**src/design/bdms_pkg.sv**
```systemverilog
// Shared constants, types and helper functions for the display mode selector.
`default_nettype none

package bdms_pkg;

   localparam logic [15:0] START_MODE   = 16'h0013;
   localparam logic [31:0] START_PIXELS = 32'd64000;
   localparam logic [7:0]  START_DEPTH  = 8'd8;
   localparam logic [15:0] ATTR_MASK    = 16'h0090;
   localparam logic [7:0]  MODEL_PACKED = 8'd4;
   localparam logic [7:0]  MODEL_DIRECT = 8'd6;

   localparam logic [15:0] RESET_TARGET_WIDTH  = 16'd1280;
   localparam logic [15:0] RESET_TARGET_HEIGHT = 16'd800;
   localparam logic [7:0]  RESET_TARGET_DEPTH  = 8'd32;

   localparam int unsigned CSR_INDEX_WIDTH = 2;
   localparam int unsigned CSR_DATA_WIDTH  = 16;

   localparam logic [CSR_INDEX_WIDTH-1:0] CSR_TARGET_WIDTH  = 2'd0;
   localparam logic [CSR_INDEX_WIDTH-1:0] CSR_TARGET_HEIGHT = 2'd1;
   localparam logic [CSR_INDEX_WIDTH-1:0] CSR_TARGET_DEPTH  = 2'd2;

   // Scored mode as it leaves the input stage
   typedef struct packed {
      logic        eol;
      logic        pass;
      logic        exact;
      logic [15:0] mode;
      logic [8:0]  dep;
      logic [31:0] pix;
   } score_type;

   function automatic logic [31:0] abs_diff32(input logic [31:0] a, input logic [31:0] b);
      abs_diff32 = (a >= b) ? (a - b) : (b - a);
   endfunction

   // Depth above target counts once, below counts double
   function automatic logic [8:0] depth_distance(input logic [7:0] have,
                                                 input logic [7:0] want);
      logic [8:0] below;
      below = {1'b0, want} - {1'b0, have};
      depth_distance = (have >= want) ? {1'b0, have - want} : {below[7:0], 1'b0};
   endfunction

endpackage

`default_nettype wire

```
**src/design/bdms_req_if.sv**
```systemverilog
// Request channel carrying one display mode descriptor per transaction.
`default_nettype none

interface bdms_req_if;
   logic        valid;
   logic        ready;
   logic        end_of_list;
   logic [15:0] mode_number;
   logic        query_ok;
   logic [15:0] attributes;
   logic [7:0]  mem_layout;
   logic [15:0] mode_width;
   logic [15:0] mode_height;
   logic [7:0]  mode_depth;

   modport source (output valid, end_of_list, mode_number, query_ok, attributes,
                   mem_layout, mode_width, mode_height, mode_depth,
                   input ready);
   modport sink (input valid, end_of_list, mode_number, query_ok, attributes,
                 mem_layout, mode_width, mode_height, mode_depth,
                 output ready);
endinterface

`default_nettype wire

```
**src/design/bdms_rsp_if.sv**
```systemverilog
// Response channel carrying the chosen mode per transaction.
`default_nettype none

interface bdms_rsp_if;
   logic        valid;
   logic        ready;
   logic [15:0] chosen_mode;

   modport source (output valid, chosen_mode, input ready);
   modport sink (input valid, chosen_mode, output ready);
endinterface

`default_nettype wire

```
**src/design/bdms_front.sv**
```systemverilog
// Input register and combinational scoring of one display mode descriptor.
`default_nettype none

module bdms_front import bdms_pkg::*; (
   input  wire logic        clock,
   input  wire logic        reset,
   bdms_req_if.sink         req_chan,
   input  wire logic [15:0] target_width,
   input  wire logic [15:0] target_height,
   input  wire logic [7:0]  target_depth,
   input  wire logic [31:0] target_area,
   output logic             score_valid,
   output score_type        score,
   input  wire logic        score_ready
);

   logic        a_valid_ff;
   logic        a_eol_ff;
   logic [15:0] a_mode_ff;
   logic        a_ok_ff;
   logic [15:0] a_attr_ff;
   logic [7:0]  a_model_ff;
   logic [15:0] a_w_ff;
   logic [15:0] a_h_ff;
   logic [7:0]  a_bpp_ff;

   logic        free_a;
   logic [31:0] mode_area;

   // Take a new transaction when the register is empty or its score moves on
   assign free_a         = !a_valid_ff || score_ready;
   assign req_chan.ready = free_a;
   assign score_valid    = a_valid_ff;

   always_comb begin
      mode_area   = {16'd0, a_w_ff} * {16'd0, a_h_ff};
      score       = '0;
      score.eol   = a_eol_ff;
      score.mode  = a_mode_ff;
      score.pass  = a_ok_ff && ((a_attr_ff & ATTR_MASK) == ATTR_MASK) &&
                    (a_model_ff == MODEL_PACKED || a_model_ff == MODEL_DIRECT);
      score.exact = (a_w_ff == target_width) && (a_h_ff == target_height) &&
                    (a_bpp_ff == target_depth);
      score.dep   = depth_distance(a_bpp_ff, target_depth);
      score.pix   = abs_diff32(mode_area, target_area);
   end

   always_ff @(posedge clock) begin
      if (reset) begin
         a_valid_ff <= 1'b0;
      end else if (free_a) begin
         a_valid_ff <= req_chan.valid;
      end
   end

   always_ff @(posedge clock) begin
      if (free_a && req_chan.valid) begin
         a_eol_ff   <= req_chan.end_of_list;
         a_mode_ff  <= req_chan.mode_number;
         a_ok_ff    <= req_chan.query_ok;
         a_attr_ff  <= req_chan.attributes;
         a_model_ff <= req_chan.mem_layout;
         a_w_ff     <= req_chan.mode_width;
         a_h_ff     <= req_chan.mode_height;
         a_bpp_ff   <= req_chan.mode_depth;
      end
   end

endmodule

`default_nettype wire

```
**src/design/best_display_mode_select_top.sv**
```systemverilog
// Top level of the display mode selector: target registers, running best and result register.
`default_nettype none

// Each request transaction carries one mode descriptor; the block takes one per clock
// cycle. A descriptor is held in the input register, then scored and folded into the
// running best in the same cycle that it leaves that register, and any result is
// registered in the result register. A result held by the receiver stalls the input once the input
// register is also full. A list ends with an end-of-list transaction, which returns the
// best mode unless an exact match was already returned for that list. The first
// transaction after reset or after end of list opens a new search starting from mode
// 0x13. Write the target registers only while no list item is in flight.

module best_display_mode_select_top import bdms_pkg::*; (
   input  wire logic                       clock,
   input  wire logic                       reset,
   bdms_req_if.sink                        req_chan,
   bdms_rsp_if.source                      rsp_chan,
   input  wire logic                       csr_wr_en,
   input  wire logic [CSR_INDEX_WIDTH-1:0] csr_index,
   input  wire logic [CSR_DATA_WIDTH-1:0]  csr_wr_data
);

   logic [15:0] target_width_ff;
   logic [15:0] target_height_ff;
   logic [7:0]  target_depth_ff;
   logic [31:0] target_area_ff;
   logic [31:0] start_pix;
   logic [8:0]  start_dep;

   logic        in_search_ff;
   logic        in_search_in;
   logic        match_ff;
   logic        match_in;
   logic [15:0] best_mode_ff;
   logic [15:0] best_mode_in;
   logic [31:0] best_pix_ff;
   logic [31:0] best_pix_in;
   logic [8:0]  best_dep_ff;
   logic [8:0]  best_dep_in;

   logic        rsp_valid_ff;
   logic [15:0] rsp_mode_ff;
   logic        result;
   logic [15:0] result_mode;

   logic        score_valid;
   score_type   score;
   logic        out_free;
   logic        go;

   assign out_free = !rsp_valid_ff || rsp_chan.ready;
   assign go       = score_valid && out_free;

   assign rsp_chan.valid       = rsp_valid_ff;
   assign rsp_chan.chosen_mode = rsp_mode_ff;

   bdms_front u_front (
      .clock         (clock),
      .reset         (reset),
      .req_chan      (req_chan),
      .target_width  (target_width_ff),
      .target_height (target_height_ff),
      .target_depth  (target_depth_ff),
      .target_area   (target_area_ff),
      .score_valid   (score_valid),
      .score         (score),
      .score_ready   (out_free)
   );

   always_ff @(posedge clock) begin
      if (reset) begin
         target_width_ff  <= RESET_TARGET_WIDTH;
         target_height_ff <= RESET_TARGET_HEIGHT;
         target_depth_ff  <= RESET_TARGET_DEPTH;
      end else if (csr_wr_en) begin
         unique case (csr_index)
            CSR_TARGET_WIDTH:  target_width_ff  <= csr_wr_data;
            CSR_TARGET_HEIGHT: target_height_ff <= csr_wr_data;
            CSR_TARGET_DEPTH:  target_depth_ff  <= csr_wr_data[7:0];
            default: ;
         endcase
      end
   end

   // Area follows a write in the next cycle
   always_ff @(posedge clock) begin
      target_area_ff <= {16'd0, target_width_ff} * {16'd0, target_height_ff};
   end

   assign start_pix = abs_diff32(START_PIXELS, target_area_ff);
   assign start_dep = depth_distance(START_DEPTH, target_depth_ff);

   always_comb begin
      logic        open_search;
      logic        cur_match;
      logic [15:0] cur_mode;
      logic [31:0] cur_pix;
      logic [8:0]  cur_dep;

      open_search = !in_search_ff;
      cur_match   = open_search ? 1'b0 : match_ff;
      cur_mode    = open_search ? START_MODE : best_mode_ff;
      cur_pix     = open_search ? start_pix : best_pix_ff;
      cur_dep     = open_search ? start_dep : best_dep_ff;

      in_search_in = 1'b1;
      match_in     = cur_match;
      best_mode_in = cur_mode;
      best_pix_in  = cur_pix;
      best_dep_in  = cur_dep;
      result       = 1'b0;
      result_mode  = cur_mode;

      if (score.eol) begin
         in_search_in = 1'b0;
         match_in     = 1'b0;
         result       = !cur_match;
      end else if (cur_match || !score.pass) begin
         // drop: list already answered or mode unusable
      end else if (score.exact) begin
         match_in     = 1'b1;
         best_mode_in = score.mode;
         result       = 1'b1;
         result_mode  = score.mode;
      end else if (cur_pix > score.pix ||
                   (cur_pix == score.pix && cur_dep > score.dep)) begin
         best_mode_in = score.mode;
         best_pix_in  = score.pix;
         best_dep_in  = score.dep;
      end
   end

   always_ff @(posedge clock) begin
      if (reset) begin
         in_search_ff <= 1'b0;
         match_ff     <= 1'b0;
         best_mode_ff <= START_MODE;
         best_pix_ff  <= '0;
         best_dep_ff  <= '0;
         rsp_valid_ff <= 1'b0;
      end else begin
         if (go) begin
            in_search_ff <= in_search_in;
            match_ff     <= match_in;
            best_mode_ff <= best_mode_in;
            best_pix_ff  <= best_pix_in;
            best_dep_ff  <= best_dep_in;
         end
         if (go && result) begin
            rsp_valid_ff <= 1'b1;
         end else if (rsp_chan.ready) begin
            rsp_valid_ff <= 1'b0;
         end
      end
   end

   always_ff @(posedge clock) begin
      if (go && result) begin
         rsp_mode_ff <= result_mode;
      end
   end

endmodule

`default_nettype wire

```
**src/flat_wrapper.sv**
```systemverilog
// flat-port wrapper written by rule: the top's interface ports become plain ports
module best_display_mode_select_top_flat import bdms_pkg::*;
  (clock, reset, csr_wr_en, csr_index, csr_wr_data, req_chan_valid, req_chan_end_of_list, req_chan_mode_number, req_chan_query_ok, req_chan_attributes, req_chan_mem_layout, req_chan_mode_width, req_chan_mode_height, req_chan_mode_depth, req_chan_ready, rsp_chan_valid, rsp_chan_chosen_mode, rsp_chan_ready);
  bdms_req_if req_chan_i ();
  bdms_rsp_if rsp_chan_i ();
  input  wire logic clock;
  input  wire logic reset;
  input  wire logic csr_wr_en;
  input  wire logic [CSR_INDEX_WIDTH-1:0] csr_index;
  input  wire logic [CSR_DATA_WIDTH-1:0] csr_wr_data;
  input wire logic [$bits(req_chan_i.valid)-1:0] req_chan_valid;
  input wire logic [$bits(req_chan_i.end_of_list)-1:0] req_chan_end_of_list;
  input wire logic [$bits(req_chan_i.mode_number)-1:0] req_chan_mode_number;
  input wire logic [$bits(req_chan_i.query_ok)-1:0] req_chan_query_ok;
  input wire logic [$bits(req_chan_i.attributes)-1:0] req_chan_attributes;
  input wire logic [$bits(req_chan_i.mem_layout)-1:0] req_chan_mem_layout;
  input wire logic [$bits(req_chan_i.mode_width)-1:0] req_chan_mode_width;
  input wire logic [$bits(req_chan_i.mode_height)-1:0] req_chan_mode_height;
  input wire logic [$bits(req_chan_i.mode_depth)-1:0] req_chan_mode_depth;
  output wire logic [$bits(req_chan_i.ready)-1:0] req_chan_ready;
  output wire logic [$bits(rsp_chan_i.valid)-1:0] rsp_chan_valid;
  output wire logic [$bits(rsp_chan_i.chosen_mode)-1:0] rsp_chan_chosen_mode;
  input wire logic [$bits(rsp_chan_i.ready)-1:0] rsp_chan_ready;
  assign req_chan_i.valid = req_chan_valid;
  assign req_chan_i.end_of_list = req_chan_end_of_list;
  assign req_chan_i.mode_number = req_chan_mode_number;
  assign req_chan_i.query_ok = req_chan_query_ok;
  assign req_chan_i.attributes = req_chan_attributes;
  assign req_chan_i.mem_layout = req_chan_mem_layout;
  assign req_chan_i.mode_width = req_chan_mode_width;
  assign req_chan_i.mode_height = req_chan_mode_height;
  assign req_chan_i.mode_depth = req_chan_mode_depth;
  assign req_chan_ready = req_chan_i.ready;
  assign rsp_chan_valid = rsp_chan_i.valid;
  assign rsp_chan_chosen_mode = rsp_chan_i.chosen_mode;
  assign rsp_chan_i.ready = rsp_chan_ready;
  best_display_mode_select_top u_core (.clock(clock), .reset(reset), .req_chan(req_chan_i), .rsp_chan(rsp_chan_i), .csr_wr_en(csr_wr_en), .csr_index(csr_index), .csr_wr_data(csr_wr_data));
endmodule
```
**config.mk**
```make
export PLATFORM = sky130hd
export DESIGN_NAME = best_display_mode_select_top_flat
export DESIGN_NICKNAME = d
export VERILOG_FILES = /design/src/design/bdms_pkg.sv /design/src/design/bdms_req_if.sv /design/src/design/bdms_rsp_if.sv /design/src/design/bdms_front.sv /design/src/design/best_display_mode_select_top.sv /design/src/flat_wrapper.sv
export SDC_FILE = /design/constraint.sdc
export NUM_CORES = 2
export LEC_CHECK = 0
export ABC_CLOCK_PERIOD_IN_PS = 14900
export CELL_PAD_IN_SITES_DETAIL_PLACEMENT = 0
export CELL_PAD_IN_SITES_GLOBAL_PLACEMENT = 1
export CORE_MARGIN = 2
export CORE_UTILIZATION = 45
export DETAILED_ROUTE_END_ITERATION = 8
export DONT_BUFFER_PORTS = 1
export HOLD_SLACK_MARGIN = 0.02
export PLACE_DENSITY = 0.82
export SYNTH_ARGS = -nofsm -noshare
export SYNTH_HDL_FRONTEND = slang
export SYNTH_SLANG_ARGS = --single-unit
```
**constraint.sdc**
```tcl
create_clock -name clock -period 14.9 [get_ports clock]
set_clock_uncertainty 0.1 [all_clocks]
set_input_delay 0.745 -clock clock [delete_from_list [all_inputs] [get_ports clock]]
set_output_delay 0.745 -clock clock [all_outputs]
set_load 0.005 [all_outputs]
```
After elaboration in Yosys (flattened, before gate mapping):

Index checks and enable logic that the tools add are counted.

* order comparisons: 6
* muxes and demuxes: 32
* reductions and logical operators: 22
* multiply operators: 2
* add/subtract/negate cells: 8
* equality and inequality tests: 9

Operators with widths (count)
* $mux W32: 7
* $mux W16: 8
* $mul A16 B16 Y32: 2
* $sub A32 B32 Y32: 2
* $mux W9: 7
* $eq A16 B16 Y1: 2
* $eq A32 B32 Y1: 1
* $ge A16 B32 Y1 const A: 1
* $ge A32 B32 Y1: 1
* $gt A32 B32 Y1: 1
* $sub A16 B32 Y32 const A: 1
* $sub A32 B16 Y32 const B: 1
* $eq A8 B3 Y1 const B: 2
* $sub A8 B8 Y8: 2
* $mux W1: 10
* $gt A9 B9 Y1: 1
* $eq A8 B8 Y1: 1
* $ge A4 B8 Y1 const A: 1
* $ge A8 B8 Y1: 1
* $logic_and A1 B1 Y1: 8
* $sub A4 B8 Y8 const A: 1
* $sub A8 B4 Y8 const B: 1
* $reduce_and A2 Y1: 3
* $logic_or A1 B1 Y1: 5
* 5 further kinds: 9

* register bits after elaboration: 223
* logic and storage cells: 99
* output and inout bits: 18
* input bits: 105

Longest topological paths before layout:

* depth in word-level cells: 10
* mapped depth: 49
* mapped depth without buffers: 41

Cells and area by module:

Synthesis repeated with hierarchy kept, for this count alone.

* cell total of the unflattened synthesis: 3612
* area, all modules: 31188.7 µm²

By module, submodules not included
* best_display_mode_select_top: cells an instance 1894, times used 1, area an instance 16118.0 µm², sequential area each 3123.0 µm²
* bdms_front: cells an instance 1718, times used 1, area an instance 15070.7 µm², sequential area each 2031.9 µm²

Worst setup path after synthesis:

Ideal clock, no wire load.

* path type: reg2reg
* start point: register u_core.u_front.a_h_ff[1]
* end point: register u_core.best_pix_ff[27]
* buffers on the path: 6
* arrival: 10792 ps
* library setup time: 75 ps
* period minus slack after synthesis: 10967 ps
* required time: 14725 ps
* stages on the path, launching flop included: 46
* setup slack: 3933 ps
* cells stage by stage: edfxtp_1 -> clkbuf_1 -> clkbuf_1 -> nand2_1 -> fa_1 -> fa_1 -> fa_1 -> fa_1 -> inv_1 -> fa_1 -> inv_1 -> fa_1 -> inv_1 -> ha_1 -> a2111oi_0 -> o21ai_0 -> o21ai_0 -> a41oi_1 -> (+10 left out) -> or3_1 -> buf_6 -> mux2_4 -> a211oi_2 -> xnor2_1 -> ha_1 -> nand4_1 -> nor2_1 -> and3_1 -> nand4_1 -> or4_1 -> o21a_1 -> clkbuf_1 -> nand2_1 -> clkbuf_1 -> clkbuf_1 -> nand3_1 -> a31oi_1

* word-level cells in the longest chain between the ends: 10
* elaborated cells between the ends (all ways): 16
* classes of those cells: 2 x add/sub; 1 x mul; 2 x order compare; 2 x eq/ne; 5 x mux; 4 x reduce/logical

RTL lines
* start, declared: RTL line bdms_front.sv:24 `logic [15:0] a_h_ff;`
* start signal, assigned: RTL line bdms_front.sv:64 `a_h_ff <= req_chan.mode_height;`
* parallel branches: the longest is 7 deep, another holds $mul A16 B16 Y32
* $mux W32 *: RTL line best_display_mode_select_top.sv:120 `end else if (score.exact) begin`
* $mux W32 *: RTL line best_display_mode_select_top.sv:118 `end else if (cur_match || !score.pass) begin`
* $mux W32 *: RTL line best_display_mode_select_top.sv:114 `if (score.eol) begin`
* end signal, assigned: RTL line best_display_mode_select_top.sv:146 `best_pix_ff <= best_pix_in;`
* end, declared: RTL line best_display_mode_select_top.sv:36 `logic [31:0] best_pix_ff;`

Mark *: on every way between the ends.
A chain may end at the register's enable or synchronous reset.

Worst setup path after layout:

* start point: register u_core.u_front.a_w_ff[9]
* end point: register u_core.best_pix_ff[27]

* word-level cells in the longest chain between the ends: 10
* elaborated cells between the ends (all ways): 16
* classes of those cells: 2 x add/sub; 1 x mul; 2 x order compare; 2 x eq/ne; 5 x mux; 4 x reduce/logical

RTL lines
* start, declared: RTL line bdms_front.sv:23 `logic [15:0] a_w_ff;`
* start signal, assigned: RTL line bdms_front.sv:63 `a_w_ff <= req_chan.mode_width;`
* parallel branches: the longest is 7 deep, another holds $mul A16 B16 Y32
* $mux W32 *: RTL line best_display_mode_select_top.sv:120
* $mux W32 *: RTL line best_display_mode_select_top.sv:118
* $mux W32 *: RTL line best_display_mode_select_top.sv:114

Marked as above.

==> impl_metrics.env <==
export IMPL_port_buffers=0
export IMPL_yosysWarnings=0
export IMPL_synth_distinct_cells=76
export IMPL_grt_pass1_wl_mm=135.7
export IMPL_yosysSeqAreaShare_pct=16.54
export IMPL_worstSetupEndpoint="u_core.best_pix_ff[27]"
export IMPL_tightestPinTransition_ns=1.180
export IMPL_min_period_ns=13.22
export IMPL_cp_required_ns=15.31
export IMPL_ctsHoldBuffers=0
export IMPL_cts_resized=0
export IMPL_fmax_ghz=0.07562
export IMPL_synth_fp_nets=4493
export IMPL_grt_pass1_vias=24886
export IMPL_root_buffer="clkbuf_16"
export IMPL_fin_crit_sh_pct=88.75
export IMPL_outcome="finished clean"
export IMPL_grt_max_degree=73
export IMPL_dieArea_um2=71400
export IMPL_vias=24358
export IMPL_ys_flop_type="dfxtp_1"
export IMPL_postCtsSetupBuffers=0
export IMPL_grt_ovfl_total=0
export IMPL_maxSlewViolCount=0
export IMPL_r2r_cells=40
export IMPL_die_h_um=267.2
export IMPL_synthesis_area_um2=31170
export IMPL_postSynthAreaPerCell_um2=8.515
export IMPL_crit_arrival_ns=13.63
export IMPL_drtAntennaViolNets=0
export IMPL_h_tree_depth=1
export IMPL_core_area_um2=68590
export IMPL_ios=123
export IMPL_rsz0062_at_grt="no"
export IMPL_hold_slack_ns=0.1422
export IMPL_clk_latency_ns=0.58
export IMPL_antenna_found_initial=9
export IMPL_tns_ns=0
export IMPL_routed_wirelength_mm=83.40
export IMPL_post_dp_hpwl_mm=64.80
export IMPL_cts_sinks=216
export IMPL_synth_edf_count=83
export IMPL_r2r_end="u_core.best_pix_ff[27]"
export IMPL_slowest_stage="edfxtp_1"
export IMPL_hold_violations=0
export IMPL_drtIter0Drc=1368
export IMPL_area_growth_pct=4.828
export IMPL_max_cap_violations=0
export IMPL_dieWidth_um=267.2
export IMPL_crit_top_cell="fa_1"
export IMPL_relSlewSlack_pct=20.63
export IMPL_synth_seq_cells=216
export IMPL_hold_class="primary input to register"
export IMPL_timing_rr_start="u_core.u_front.a_w_ff[9]"
export IMPL_cts_buffers_inserted=27
export IMPL_firstDrtPassIters=5
export IMPL_drive_gt1_share_pct=2.877
export IMPL_syn_inst=3661
export IMPL_crit_path_end_kind="register"
export IMPL_setup_violations=0
export IMPL_crit_type="register to register"
export IMPL_grtUsageTotal_pct=23.91
export IMPL_cts_tree="done"
export IMPL_cp_max_fo=21
export IMPL_synth_async_reset_ratio_pct=0
export IMPL_fp_row_count=96
export IMPL_wl_per_cell_um=18.63
export IMPL_nNetsFinal=4356
export IMPL_cp_startpoint="u_core.u_front.a_w_ff[9]"
export IMPL_place_congestion=0.9431
export IMPL_rrSetupSlack_ns=1.68
export IMPL_initial_core_util_pct=45.45
export IMPL_start_kind="register"
export IMPL_fill_cells=6635
export IMPL_drc=0
export IMPL_clk_pin_slew_ns=0.06
export IMPL_viasPerCell=5.441
export IMPL_cts_buffer_depth=3
export IMPL_critical_path_max_stage_delay_ns=0.81
## cell usage after synthesis (all sizes together) (15+ instances only)
| cell type | number | area (µm²) |
|---|---|---|
| and2 | 220 | 1376 |
| dfxtp | 133 | 2663 |
| nor2 | 128 | 480.5 |
| ha | 335 | 4192 |
| a31oi | 26 | 162.7 |
| xor2 | 63 | 551.8 |
| mux2i | 28 | 280.3 |
| o21a | 30 | 225.2 |
| nand4 | 24 | 150.1 |
| o211ai | 18 | 135.1 |
| xnor2 | 97 | 849.6 |
| nand2 | 537 | 2016 |
| o21ai | 162 | 814.5 |
| nand2b | 19 | 118.9 |
| fa | 392 | 7848 |
| clkbuf | 173 | 649.4 |
| buf | 23 | 120.1 |
| nand3 | 38 | 190.2 |
| and3 | 21 | 131.4 |
| nor2b | 15 | 93.84 |
| nor3 | 43 | 215.2 |
| edfxtp | 83 | 2492 |
| nor4 | 23 | 143.9 |
| inv | 569 | 2136 |
| a211oi | 27 | 217.7 |
| o21bai | 28 | 210.2 |
| a21oi | 194 | 982.2 |
| a21o | 61 | 457.9 |
## metal layers
layer,global-route usage (%),share of wire [%],wire length [µm],up-vias
met5,0,0.15,123,-
met4,7.607,3.1,2607,18
met3,2.878,5.4,4478,165
met2,39.99,47,38940,639
met1,32.25,45,37250,11989
li1,-,-,-,11547
## layout by cell type, fill, tap and decap left out, types with 7 or more instances in the layout
master     instances
a211oi_1          24
a21boi_0           7
a21o_1            61
a21oi_1          193
a31oi_1           26
and2_1           219
and3_1            21
buf_4             30
clkbuf_16         27
dfxtp_1          132
edfxtp_1          83
fa_1             392
ha_1             335
inv_1            569
mux2i_1           28
nand2_1          537
nand2b_1          19
nand3_1           38
nand4_1           24
nor2_1           128
nor2b_1           15
nor3_1            42
nor4_1            23
o211ai_1          18
o21a_1            30
o21ai_0          159
o21bai_1          28
o22ai_1            7
o2bb2ai_1         14
o31a_1             8
o31ai_1           11
or3_1             13
xnor2_1           97
xor2_1            63
## how the worst min path moves through the flow
stage,startpoint,to,slack [ns],cells past startpoint
after floorplan,u_core.best_pix_ff[0],u_core.best_pix_ff[0],0.33,2
after global placement,u_core.best_pix_ff[0],u_core.best_pix_ff[0],0.33,2
after detailed placement,u_core.best_pix_ff[0],u_core.best_pix_ff[0],0.34,2
after CTS,reset,u_core.match_ff,0.11,1
after global routing,reset,u_core.target_height_ff[2],0.11,1
final,reset,u_core.target_depth_ff[4],0.14,1
## registers in the layout (all words and copies together), names as in the netlist, 9 cells and up
name and cells:
u_core.u_front.a_h_ff 16, u_core.best_dep_ff 9, u_core.target_height_ff 16, u_core.rsp_chan.chosen_mode 16, u_core.u_front.a_w_ff 16, u_core.u_front.a_mode_ff 16
u_core.target_width_ff 16, u_core.target_area_ff 32, u_core.best_mode_ff 16, u_core.best_pix_ff 32
## per-stage QoR
step / cells / worst slack (ns) / cell area [µm²] / utilization, %
final: 4477 / 1.676 / 32680 / 47.65
after detailed placement: 4426 / 1.735 / 31810 / 46.38
after global placement: 4426 / 1.850 / 31810 / 46.38
after floorplan: 3661 / 3.933 / 31170 / -
after global routing: 4476 / 0.9761 / 32680 / 47.64
after CTS: 4476 / 1.709 / 32680 / 47.64
## kinds of logic after synthesis
family	count (synthesis)	share of synthesized area (%)
and+or+nand+nor	1115	16.92
adders and majority gates	727	38.62
xor gates and xnor gates	160	4.495
AOI/OAI and AO/OA	643	12.95
muxes	35	1.164
DFF	216	16.54
buffers and inverters	765	9.319
## worst max-delay path, delay by kind of cell, from the launching register on
| kind | cells | cell delay (ns) |
|---|---|---|
| XOR/XNOR | 2 | 0.32 |
| adder cells (fa/ha/maj) | 9 | 4.01 |
| AO/OA/AOI/OAI | 13 | 4.32 |
| AND/OR/NAND/NOR | 11 | 2.52 |
| buffers and inverters | 4 | 0.58 |
| flip-flops | 1 | 0.81 |
| multiplexers | 1 | 0.46 |
## layout make-up
| cell class | count | area (µm²) | share of cell area [%] |
|---|---|---|---|
| clock buffers | 32 | 694.4 | 2.125 |
| flip-flops and latches | 216 | 5156 | 15.78 |
| multi-input cells | 2680 | 23130 | 70.77 |
| diodes | 1 | 2.502 | 0.007657 |
| clock inverters | 18 | 173.9 | 0.5322 |
| repair buffers | 30 | 225.2 | 0.6892 |
| well taps | 931 | 1165 | 3.564 |
| inverters | 569 | 2136 | 6.535 |
Power is not shown: default switching activity piles up to over one toggle a cycle in this logic, so the estimate is an artifact.
